==> src/sv/isg_pkg.sv <==
// Package: payload types, register indexes, command codes and constants of the idle state governor.
`default_nettype none
package isg_pkg;

    // Fixed sizes of the platform state tables
    localparam int TABLE_ENTRIES = 4;
    localparam int ENTRY_W       = 16;
    localparam int STATE_W       = 2;
    localparam int IDX_W         = 3;

    // Parameter defaults
    localparam int MAX_STATES_DEF  = 4;
    localparam int FIRST_STATE_DEF = 0;

    // Expected time conversion
    localparam int NS_SHIFT   = 3;
    localparam int FAST_SHIFT = 7;
    localparam int US_DIVISOR = 125;
    localparam int FUZZ_US    = 4;

    // Divide by 125 as a reciprocal multiply: ceil(2^35 / 125), exact for 32-bit dividends
    localparam int DIV_W       = 32;
    localparam int RECIP_W     = 29;
    localparam int PROD_W      = DIV_W + RECIP_W;
    localparam int RECIP_SHIFT = 35;
    localparam logic [RECIP_W-1:0] RECIP_MUL = 29'h1062_4DD3;

    // Configuration port
    localparam int CFG_IDX_W  = 3;
    localparam int CFG_DATA_W = 64;

    typedef enum logic [CFG_IDX_W-1:0] {
        CFG_STATE_COUNT     = 3'd0,
        CFG_DEEPEST_USER    = 3'd1,
        CFG_DEEPEST_KERNEL  = 3'd2,
        CFG_RESIDENCY_TABLE = 3'd3,
        CFG_LATENCY_TABLE   = 3'd4,
        CFG_TIME_VALID_MASK = 3'd5,
        CFG_TICK_US         = 3'd6
    } isg_cfg_idx_t;

    localparam logic CMD_SELECT  = 1'b0;
    localparam logic CMD_REFLECT = 1'b1;

    typedef struct packed {
        logic        command;
        logic [47:0] sleep_length_ns;
        logic [47:0] extra_length_ns;
        logic [30:0] lat_limit_us;
        logic [31:0] last_residency_us;
    } isg_in_t;

    typedef struct packed {
        logic [1:0]  chosen_state;
        logic [31:0] expected_time_us;
        logic [31:0] prediction_us;
    } isg_out_t;

    // Handshake between the sequencer and the divider
    typedef struct packed {
        logic             start;
        logic [DIV_W-1:0] dividend;
    } isg_div_req_t;

    typedef struct packed {
        logic             done;
        logic [DIV_W-1:0] quotient;
    } isg_div_rsp_t;

endpackage
`default_nettype wire

==> src/sv/isg_div125.sv <==
// Divider by 125 for 32-bit dividends: one reciprocal multiply and a shift.
`default_nettype none
module isg_div125 (
    input  wire logic                  aclk,
    input  wire logic                  aresetn,
    input  wire isg_pkg::isg_div_req_t req,
    output isg_pkg::isg_div_rsp_t      rsp
);
    import isg_pkg::*;

    logic [DIV_W-1:0]  dvd_reg;
    logic [PROD_W-1:0] prod_reg;
    logic              busy_reg;
    logic              done_reg;

    // Control: load, multiply, then a one-cycle done pulse
    always_ff @(posedge aclk) begin
        if (!aresetn) begin
            busy_reg <= 1'b0;
            done_reg <= 1'b0;
        end else begin
            busy_reg <= req.start;
            done_reg <= busy_reg;
        end
    end

    // Datapath
    always_ff @(posedge aclk) begin
        if (req.start) begin
            dvd_reg <= req.dividend;
        end
        if (busy_reg) begin
            prod_reg <= {{RECIP_W{1'b0}}, dvd_reg} * {{DIV_W{1'b0}}, RECIP_MUL};
        end
    end

    assign rsp.done     = done_reg;
    assign rsp.quotient = DIV_W'(prod_reg[PROD_W-1:RECIP_SHIFT]);

`ifndef NO_ASSERTIONS
    // Completion follows the multiply step
    a_done_after_mul: assert property (@(posedge aclk) disable iff (!aresetn)
        done_reg |-> $past(busy_reg))
        else $error("divider done without a multiply");

    // A restart is never asked for mid-run
    a_no_restart: assert property (@(posedge aclk) disable iff (!aresetn)
        busy_reg |-> !req.start)
        else $error("divider restarted while busy");

    // Done lasts a single cycle
    a_done_pulse: assert property (@(posedge aclk) disable iff (!aresetn)
        done_reg |=> !done_reg)
        else $error("divider done held too long");
`endif
endmodule
`default_nettype wire

==> src/sv/idle_state_governor_unit.sv <==
// Top level of the idle state governor: sequencer, state walk and reflect accumulators.
//
// Usage: a select beat (command 0) carries the sleep and extra lengths in ns and a
// latency limit; the block works out the expected residency in us and picks the
// deepest idle state that meets the depth, residency and latency limits. A reflect
// beat (command 1) carries the measured residency; the block updates its
// accumulators and reports a prediction. Each input beat gives exactly one result beat.
// Channels: s_valid/s_ready/s_data in, m_valid/m_ready/m_data out, and a write-only
// register port cfg_valid/cfg_ready/cfg_index/cfg_data (always ready; write only when idle).
// Path from the accepting edge to m_valid: a select with a zero latency limit goes
// straight to the emit step, a reflect passes the reflect and update steps, and any
// other select passes the prepare and check steps, the divide by 125 when the shifted
// sum fits 32 bits, and the walk. The divider loads, then multiplies; the walk checks one state a cycle.
// One item is in work at a time: s_ready is high only when the sequencer is idle, so the
// next beat can be taken as soon as m_valid rises, while the finished result waits in
// the output register. If the receiver stalls, the sequencer holds the finished item
// until the output register is free. Reset (aresetn, synchronous, active low) restores
// the register defaults and clears all governor state; no clearing pass.
`default_nettype none
module idle_state_governor_unit #(
    parameter int MAX_STATES  = isg_pkg::MAX_STATES_DEF,
    parameter int FIRST_STATE = isg_pkg::FIRST_STATE_DEF
) (
    input  wire logic                                aclk,
    input  wire logic                                aresetn,
    input  wire logic                                s_valid,
    output logic                                     s_ready,
    input  wire isg_pkg::isg_in_t                    s_data,
    output logic                                     m_valid,
    input  wire logic                                m_ready,
    output isg_pkg::isg_out_t                        m_data,
    input  wire logic                                cfg_valid,
    output logic                                     cfg_ready,
    input  wire logic [isg_pkg::CFG_IDX_W-1:0]       cfg_index,
    input  wire logic [isg_pkg::CFG_DATA_W-1:0]      cfg_data
);
    import isg_pkg::*;

    localparam int WALK_LIMIT = (MAX_STATES < TABLE_ENTRIES) ? MAX_STATES : TABLE_ENTRIES;
    localparam logic [IDX_W-1:0] LIMIT_W = IDX_W'(WALK_LIMIT);
    localparam logic [IDX_W-1:0] FIRST_W = IDX_W'(FIRST_STATE);
    localparam logic [IDX_W-1:0] START_W = IDX_W'(FIRST_STATE + 1);

    typedef enum logic [7:0] {
        ST_IDLE = 8'b0000_0001,
        ST_PREP = 8'b0000_0010,
        ST_CHK  = 8'b0000_0100,
        ST_DIV  = 8'b0000_1000,
        ST_WALK = 8'b0001_0000,
        ST_REFL = 8'b0010_0000,
        ST_RUPD = 8'b0100_0000,
        ST_EMIT = 8'b1000_0000
    } isg_state_t;

    function automatic logic [ENTRY_W-1:0] tab_entry(input logic [63:0] tab,
                                                     input logic [STATE_W-1:0] idx);
        return tab[ENTRY_W*idx +: ENTRY_W];
    endfunction

    // Configuration registers
    logic [2:0]  state_count_reg;
    logic [1:0]  deepest_user_reg;
    logic [1:0]  deepest_kernel_reg;
    logic [63:0] residency_table_reg;
    logic [63:0] latency_table_reg;
    logic [3:0]  time_valid_mask_reg;
    logic [19:0] tick_us_reg;

    // Governor state
    logic [STATE_W-1:0] last_state_reg;
    logic [31:0]        exp_time_reg;
    logic [31:0]        last_measured_reg;
    logic [31:0]        elapsed_reg;

    // Sequencer and work registers
    isg_state_t  state_reg;
    isg_in_t     item_reg;
    logic [45:0] v_reg;
    logic [IDX_W-1:0] walk_i_reg;
    logic [31:0] pred_reg;
    logic [31:0] measured_reg;
    logic [31:0] lhs_reg;
    logic [31:0] rhs_reg;
    logic        m_valid_reg;
    isg_out_t    m_data_reg;

    isg_div_req_t div_req;
    isg_div_rsp_t div_rsp;

    isg_div125 u_div (
        .aclk    (aclk),
        .aresetn (aresetn),
        .req     (div_req),
        .rsp     (div_rsp)
    );

    logic        s_fire;
    logic        out_free;
    logic [48:0] len_sum;
    logic [IDX_W-1:0] count_lim;
    logic        walk_stop;
    logic [31:0] resid_sel;
    logic [32:0] acc_sum;

    assign s_ready   = (state_reg == ST_IDLE);
    assign s_fire    = s_valid && s_ready;
    assign cfg_ready = 1'b1;
    assign m_valid   = m_valid_reg;
    assign m_data    = m_data_reg;
    assign out_free  = !m_valid_reg || m_ready;

    // Sum of lengths, shifted to units of 8 ns later
    assign len_sum = {1'b0, item_reg.sleep_length_ns} + {1'b0, item_reg.extra_length_ns};

    // Divider only when the shifted sum fits 32 bits
    assign div_req.start    = (state_reg == ST_CHK) && (v_reg[45:32] == '0);
    assign div_req.dividend = v_reg[31:0];

    // Walk: stop at the first state that breaks a limit
    assign count_lim = (state_count_reg > LIMIT_W) ? LIMIT_W : state_count_reg;
    always_comb begin
        walk_stop = (walk_i_reg >= count_lim)
                 || (walk_i_reg > FIRST_W + IDX_W'(deepest_user_reg))
                 || (walk_i_reg > FIRST_W + IDX_W'(deepest_kernel_reg))
                 || ({16'd0, tab_entry(residency_table_reg, walk_i_reg[STATE_W-1:0])}
                     > exp_time_reg)
                 || ({15'd0, tab_entry(latency_table_reg, walk_i_reg[STATE_W-1:0])}
                     > item_reg.lat_limit_us);
    end

    // Reflect: pick the trusted measurement and accumulate with saturation
    assign resid_sel = time_valid_mask_reg[last_state_reg] ? item_reg.last_residency_us
                                                           : {12'd0, tick_us_reg};
    assign acc_sum   = {1'b0, elapsed_reg} + {1'b0, resid_sel};

    // Configuration writes
    always_ff @(posedge aclk) begin
        if (!aresetn) begin
            state_count_reg     <= 3'd4;
            deepest_user_reg    <= 2'd2;
            deepest_kernel_reg  <= 2'd2;
            residency_table_reg <= '0;
            latency_table_reg   <= '0;
            time_valid_mask_reg <= 4'hF;
            tick_us_reg         <= 20'd10000;
        end else if (cfg_valid) begin
            case (cfg_index)
                CFG_STATE_COUNT:     state_count_reg     <= cfg_data[2:0];
                CFG_DEEPEST_USER:    deepest_user_reg    <= cfg_data[1:0];
                CFG_DEEPEST_KERNEL:  deepest_kernel_reg  <= cfg_data[1:0];
                CFG_RESIDENCY_TABLE: residency_table_reg <= cfg_data;
                CFG_LATENCY_TABLE:   latency_table_reg   <= cfg_data;
                CFG_TIME_VALID_MASK: time_valid_mask_reg <= cfg_data[3:0];
                CFG_TICK_US:         tick_us_reg         <= cfg_data[19:0];
                default: ;
            endcase
        end
    end

    // Sequencer and governor state
    always_ff @(posedge aclk) begin
        if (!aresetn) begin
            state_reg         <= ST_IDLE;
            last_state_reg    <= '0;
            exp_time_reg      <= '0;
            last_measured_reg <= '0;
            elapsed_reg       <= '0;
            m_valid_reg       <= 1'b0;
        end else begin
            // Output beat: raised from the emit step, dropped once taken
            if (state_reg == ST_EMIT && out_free) begin
                m_valid_reg <= 1'b1;
            end else if (m_ready) begin
                m_valid_reg <= 1'b0;
            end
            case (state_reg)
                ST_IDLE: begin
                    if (s_fire) begin
                        if (s_data.command == CMD_REFLECT) begin
                            state_reg <= ST_REFL;
                        end else if (s_data.lat_limit_us == '0) begin
                            last_state_reg <= '0;
                            state_reg      <= ST_EMIT;
                        end else begin
                            state_reg <= ST_PREP;
                        end
                    end
                end
                ST_PREP: state_reg <= ST_CHK;
                ST_CHK: begin
                    if (v_reg[45:32] != '0) begin
                        exp_time_reg <= (v_reg[45:39] != '0) ? '1 : v_reg[38:7];
                        state_reg    <= ST_WALK;
                    end else begin
                        state_reg <= ST_DIV;
                    end
                end
                ST_DIV: begin
                    if (div_rsp.done) begin
                        exp_time_reg <= div_rsp.quotient;
                        state_reg    <= ST_WALK;
                    end
                end
                ST_WALK: begin
                    if (walk_stop) begin
                        last_state_reg <= STATE_W'(walk_i_reg - 3'd1);
                        state_reg      <= ST_EMIT;
                    end
                end
                ST_REFL: state_reg <= ST_RUPD;
                ST_RUPD: begin
                    if (lhs_reg < rhs_reg) begin
                        last_measured_reg <= measured_reg;
                        elapsed_reg       <= '0;
                    end else begin
                        elapsed_reg <= measured_reg;
                    end
                    state_reg <= ST_EMIT;
                end
                ST_EMIT: begin
                    if (out_free) begin
                        state_reg <= ST_IDLE;
                    end
                end
                default: state_reg <= ST_IDLE;
            endcase
        end
    end

    // Work datapath
    always_ff @(posedge aclk) begin
        if (s_fire) begin
            item_reg <= s_data;
            pred_reg <= '0;
        end
        if (state_reg == ST_PREP) begin
            v_reg <= len_sum[48:NS_SHIFT];
        end
        if (state_reg == ST_CHK || state_reg == ST_DIV) begin
            walk_i_reg <= START_W;
        end else if (state_reg == ST_WALK && !walk_stop) begin
            walk_i_reg <= walk_i_reg + 3'd1;
        end
        if (state_reg == ST_REFL) begin
            measured_reg <= acc_sum[32] ? '1 : acc_sum[31:0];
            lhs_reg      <= resid_sel + 32'(FUZZ_US);
            rhs_reg      <= exp_time_reg - {16'd0, tab_entry(latency_table_reg, last_state_reg)};
        end
        if (state_reg == ST_RUPD) begin
            pred_reg <= (measured_reg > last_measured_reg) ? measured_reg : last_measured_reg;
        end
        if (state_reg == ST_EMIT && out_free) begin
            m_data_reg.chosen_state     <= last_state_reg;
            m_data_reg.expected_time_us <= exp_time_reg;
            m_data_reg.prediction_us    <= pred_reg;
        end
    end

`ifndef NO_ASSERTIONS
    // One item at a time: no new beat right after one is taken
    a_one_item: assert property (@(posedge aclk) disable iff (!aresetn)
        s_fire |=> !s_ready)
        else $error("input taken while an item is in work");

    // A result appears only from the emit step
    a_emit_src: assert property (@(posedge aclk) disable iff (!aresetn)
        $rose(m_valid_reg) |-> $past(state_reg == ST_EMIT))
        else $error("result without emit step");

    // Divider results arrive only while the sequencer waits for them
    a_div_wait: assert property (@(posedge aclk) disable iff (!aresetn)
        div_rsp.done |-> (state_reg == ST_DIV))
        else $error("divider result outside divide step");

    // Emit never overwrites a result the receiver has not taken
    a_no_overrun: assert property (@(posedge aclk) disable iff (!aresetn)
        (state_reg == ST_EMIT && m_valid_reg && !m_ready) |=> (state_reg == ST_EMIT))
        else $error("emit left while output still full");
`endif
endmodule
`default_nettype wire
==> config.mk <==
export PLATFORM = sky130hd
export DESIGN_NAME = idle_state_governor_unit
export DESIGN_NICKNAME = d
export VERILOG_FILES = /design/src/sv/isg_pkg.sv /design/src/sv/isg_div125.sv /design/src/sv/idle_state_governor_unit.sv
export SDC_FILE = /design/constraint.sdc
export NUM_CORES = 2
export LEC_CHECK = 0
export ABC_AREA = 1
export BUFFER_PORTS_ARGS = -buffer_cell sky130_fd_sc_hd__buf_2
export CORE_MARGIN = 2
export CORE_UTILIZATION = 60
export DETAILED_ROUTE_END_ITERATION = 8
export PLACE_DENSITY = 0.9
export SLEW_MARGIN = 25
export SYNTH_ARGS = -nofsm -noshare
export SYNTH_HDL_FRONTEND = slang
export SYNTH_HIERARCHICAL = 1
export SYNTH_SLANG_ARGS = --single-unit
==> constraint.sdc <==
create_clock -name aclk -period 16.89 [get_ports aclk]
set_input_delay 2.5335 -clock aclk [delete_from_list [all_inputs] [get_ports aclk]]
set_output_delay 2.5335 -clock aclk [all_outputs]
set_load 0.01 [all_outputs]
==> impl_metrics.tcl <==
set metrics [dict create \
    status "finished, final reports clean" \
    power.net_switching_mw 2.20 \
    root_buffer "clkbuf_16" \
    synth-edff-count 457 \
    start_util_pct 60.7 \
    layoutNonFillerInstCount 7894 \
    path_class "flip-flop to flip-flop" \
    drc_errors 0 \
    cts_buffer_depth 3 \
    maxSlewHeadroom_pct 28.4 \
    crit_path_top_delay_cell "edfxtp_1" \
    drv_slew 0 \
    critPathMaxStageDelay_ns 0.61 \
    clk_pin_slew_ns 0.06 \
    wl_met2_mm 69.6 \
    critPathBufInv 7 \
    r2r_cells 25 \
    path_depth 25 \
    synthTopCellsByArea "edfxtp_1 26%, ha_1 14%, fa_1 11%, dfxtp_1 10%, nand2_1 8.7%" \
    vdd_drop_max_uv 167 \
    cap_violations 0 \
    dr_total_vias 45500 \
    fin_crit_sh_pct 40.0 \
    rsz0062_at_grt "no" \
    synthCells 6408 \
    syn_avg_cell_area_um2 8.38 \
    io_buffer_count 299 \
    cp_top_family "adder cells" \
    synth_cell_types 56 \
    crit_path_max_fanout 10 \
    h-tree-depth 3 \
    routedLengthMet1_mm 62.2 \
    gp_congestion 1.00 \
    p_sw_share_pct 36.6 \
    max_freq_mhz 148 \
    fill_cells 7001 \
    synth_top_family_by_area "adder cells" \
    synthSimpleGateAreaFrac_pct 19.9 \
    grt_pass1_wl_mm 243 \
    layout.nets 7782 \
    power_density_nw_per_um2 102 \
    p_clk_share_pct 28.8 \
    cp.arrival_ns 7.15 \
    largest_reg_flops 159 \
    vias_per_cell 5.76 \
    cts_setup_buffers 0 \
    synthArstFlopShare_pct 0 \
    track_usage_pct 34.2 \
    worstSkewPairLatency_ns 0.68 \
    highest_layer "met5" \
    dpl.cell_count 7749 \
    synth-main-ff-cell "edfxtp_1" \
    rrSetupSlack_ns 10.13 \
    wl_per_cell_um 19.8 \
    post_cts_resized 0 \
    cts_tree "done" \
    hold_viol 0 \
    hpwlAfterDp_mm 122 \
    drtIter0Drc 5262 \
    leakage_nw 27.8 \
    grt_overflow 0 \
    worst_pin_slew_ns 1.07 \
    ys_warn_count 6 \
    netlist_area_um2 53700 \
    synth_top_area_share_pct 25.5 \
    p_seq_share_pct 38.7 \
    finalPower_mw 6.01 \
    antenna_left 0 \
    grt_max_degree 117 \
    ios 301 \
    firstDrtPassIters 6 \
    r2r-end "u_div/prod_reg[44]$_DFFE_PP_" \
    antenna_found_initial 7 \
    grt_pass1_vias 44800 \
    synth_compound_area_share_pct 8.47 \
    fp.coreArea_um2 88500 \
    min_period_ns 6.76 \
    drt_wl_total_mm 156 \
    finClkSkew_ns 0.0437 \
    setup_violations 0 \
    synth_xor_area_share_pct 1.70 \
    ys_seq_elements 728 \
    final_common_cell "nand2_1" \
    crit_path_end "u_div/prod_reg[44]$_DFFE_PP_" \
    dieArea_um2 91900 \
    die_y_um 303 \
    synth_top_area_cell "edfxtp_1" \
    power_frac_comb_pct 32.5 \
    critPathLaunch "u_div/dvd_reg[23]$_DFFE_PP_" \
    syn_to_final_growth_pct 9.64 \
    synth_mux_area_share_pct 0 \
    r2r-start "u_div/dvd_reg[23]$_DFFE_PP_" \
    setup_tns_ns 0 \
    worst_setup_path_end_kind "flip-flop" \
    met3_wirelength_mm 16.7 \
    synthAdderAreaFrac_pct 24.9 \
    final_cell_mix "1246 x nand2_1, 1145 x inv_1, 708 x nor2_1, 587 x ha_1, 457 x edfxtp_1" \
    hold_buffers 0 \
    start_kind "flip-flop" \
    drive_above_1_share_pct 8.32 \
    hold_class "flip-flop to flip-flop" \
    internal_power_mw 3.81 \
    numCtsBuffers 77 \
    rows 109 \
    die_w_um 303 \
    critical_path_required_ns 17.28 \
    synth_seq_area_share_pct 35.6 \
    cts_sinks 728 \
]
-- metrics by stage --
step | setup WS (ns) | cell area [µm²] | hold WS, ns | utilization (%)
after floorplan | 6.11 | 53700 | 0.400 | -
after global placement | 10.38 | 56300 | 0.402 | 63.6
after detailed placement | 10.26 | 56300 | 0.405 | 63.6
after CTS | 10.25 | 58900 | 0.419 | 66.5
after global routing | 9.93 | 58900 | 0.433 | 66.5
final | 10.13 | 58900 | 0.417 | 66.5
-- synth_stat cells (all sizes together), types with 8 or more instances --
| cell type | instances |
|---|---|
| nand3b | 8 |
| nand4 | 92 |
| fa | 300 |
| nor2 | 740 |
| o21ai | 352 |
| or2 | 8 |
| xor2 | 74 |
| dfxtp | 271 |
| a32o | 16 |
| clkbuf | 123 |
| nand3 | 309 |
| nand2 | 1271 |
| ha | 587 |
| xnor2 | 30 |
| nor3 | 60 |
| buf | 35 |
| o22ai | 31 |
| a21o | 17 |
| o21bai | 22 |
| a31oi | 26 |
| o211ai | 15 |
| edfxtp | 457 |
| inv | 1167 |
| nor4 | 27 |
| a21oi | 338 |
-- worst min path at each step --
stage	to	cells past startpoint	start	slack [ns]
global placement	m_data[6]$_DFFE_PP_	0	pred_reg[6]$_SDFFCE_PN0P_	0.40
CTS	m_data[10]$_DFFE_PP_	0	pred_reg[10]$_SDFFCE_PN0P_	0.42
floorplan	m_data[0]$_DFFE_PP_	0	pred_reg[0]$_SDFFCE_PN0P_	0.40
detailed placement	m_data[0]$_DFFE_PP_	0	pred_reg[0]$_SDFFCE_PN0P_	0.40
global route	m_data[7]$_DFFE_PP_	0	pred_reg[7]$_SDFFCE_PN0P_	0.43
finish	m_data[10]$_DFFE_PP_	0	pred_reg[10]$_SDFFCE_PN0P_	0.42
-- power groups by stage --
| stage | clock network (mW) | registers [mW] | logic [mW] |
|---|---|---|---|
| after floorplan | 0 | 2.36 | 1.33 |
| after global placement | 0 | 2.35 | 1.83 |
| after detailed placement | 0 | 2.36 | 1.89 |
| after CTS | 1.75 | 2.33 | 1.90 |
| after global routing | 1.81 | 2.34 | 2.15 |
| final | 1.73 | 2.33 | 1.95 |
-- kinds of logic (layout without fill, tap and decap cells) --
family          Yosys count  after routing
fa+ha+maj               887            887
simple gates           2525           2525
flops                   728            728
buf+inv                1325           1639
other cells               2              9
xor+xnor                104            104
compound gates          837            837
-- per-layer routing --
metal / up-vias / global-route usage [%]
li1: 21300 / -
met1: 21300 / 45.3
met2: 2378 / 53.6
met3: 503 / 8.27
met4: 8 / 15.1
met5: - / 0
-- area by class of cell --
type / count / area, µm² / area share, %
Inverter: 1167 / 4390 / 7.45
Sequential cell: 728 / 19100 / 32.5
Tap cell: 1165 / 1460 / 2.47
Clock buffer: 100 / 2100 / 3.57
Timing Repair Buffer: 329 / 1750 / 2.97
Antenna cell: 2 / 5.00 / 0.00850
Clock inverter: 43 / 470 / 0.799
Multi-Input combinational cell: 4360 / 29600 / 50.2
-- worst reg2reg max path: cells and delay by family, from the launching register on --
family,cells,cell delay (ns)
AO/OA/AOI/OAI,1,0.19
adder cells (fa/ha/maj),9,4.32
buffers and inverters,7,0.40
flip-flops,1,0.61
AND/OR/NAND/NOR,8,0.96
(Power assumes the default switching activity.)
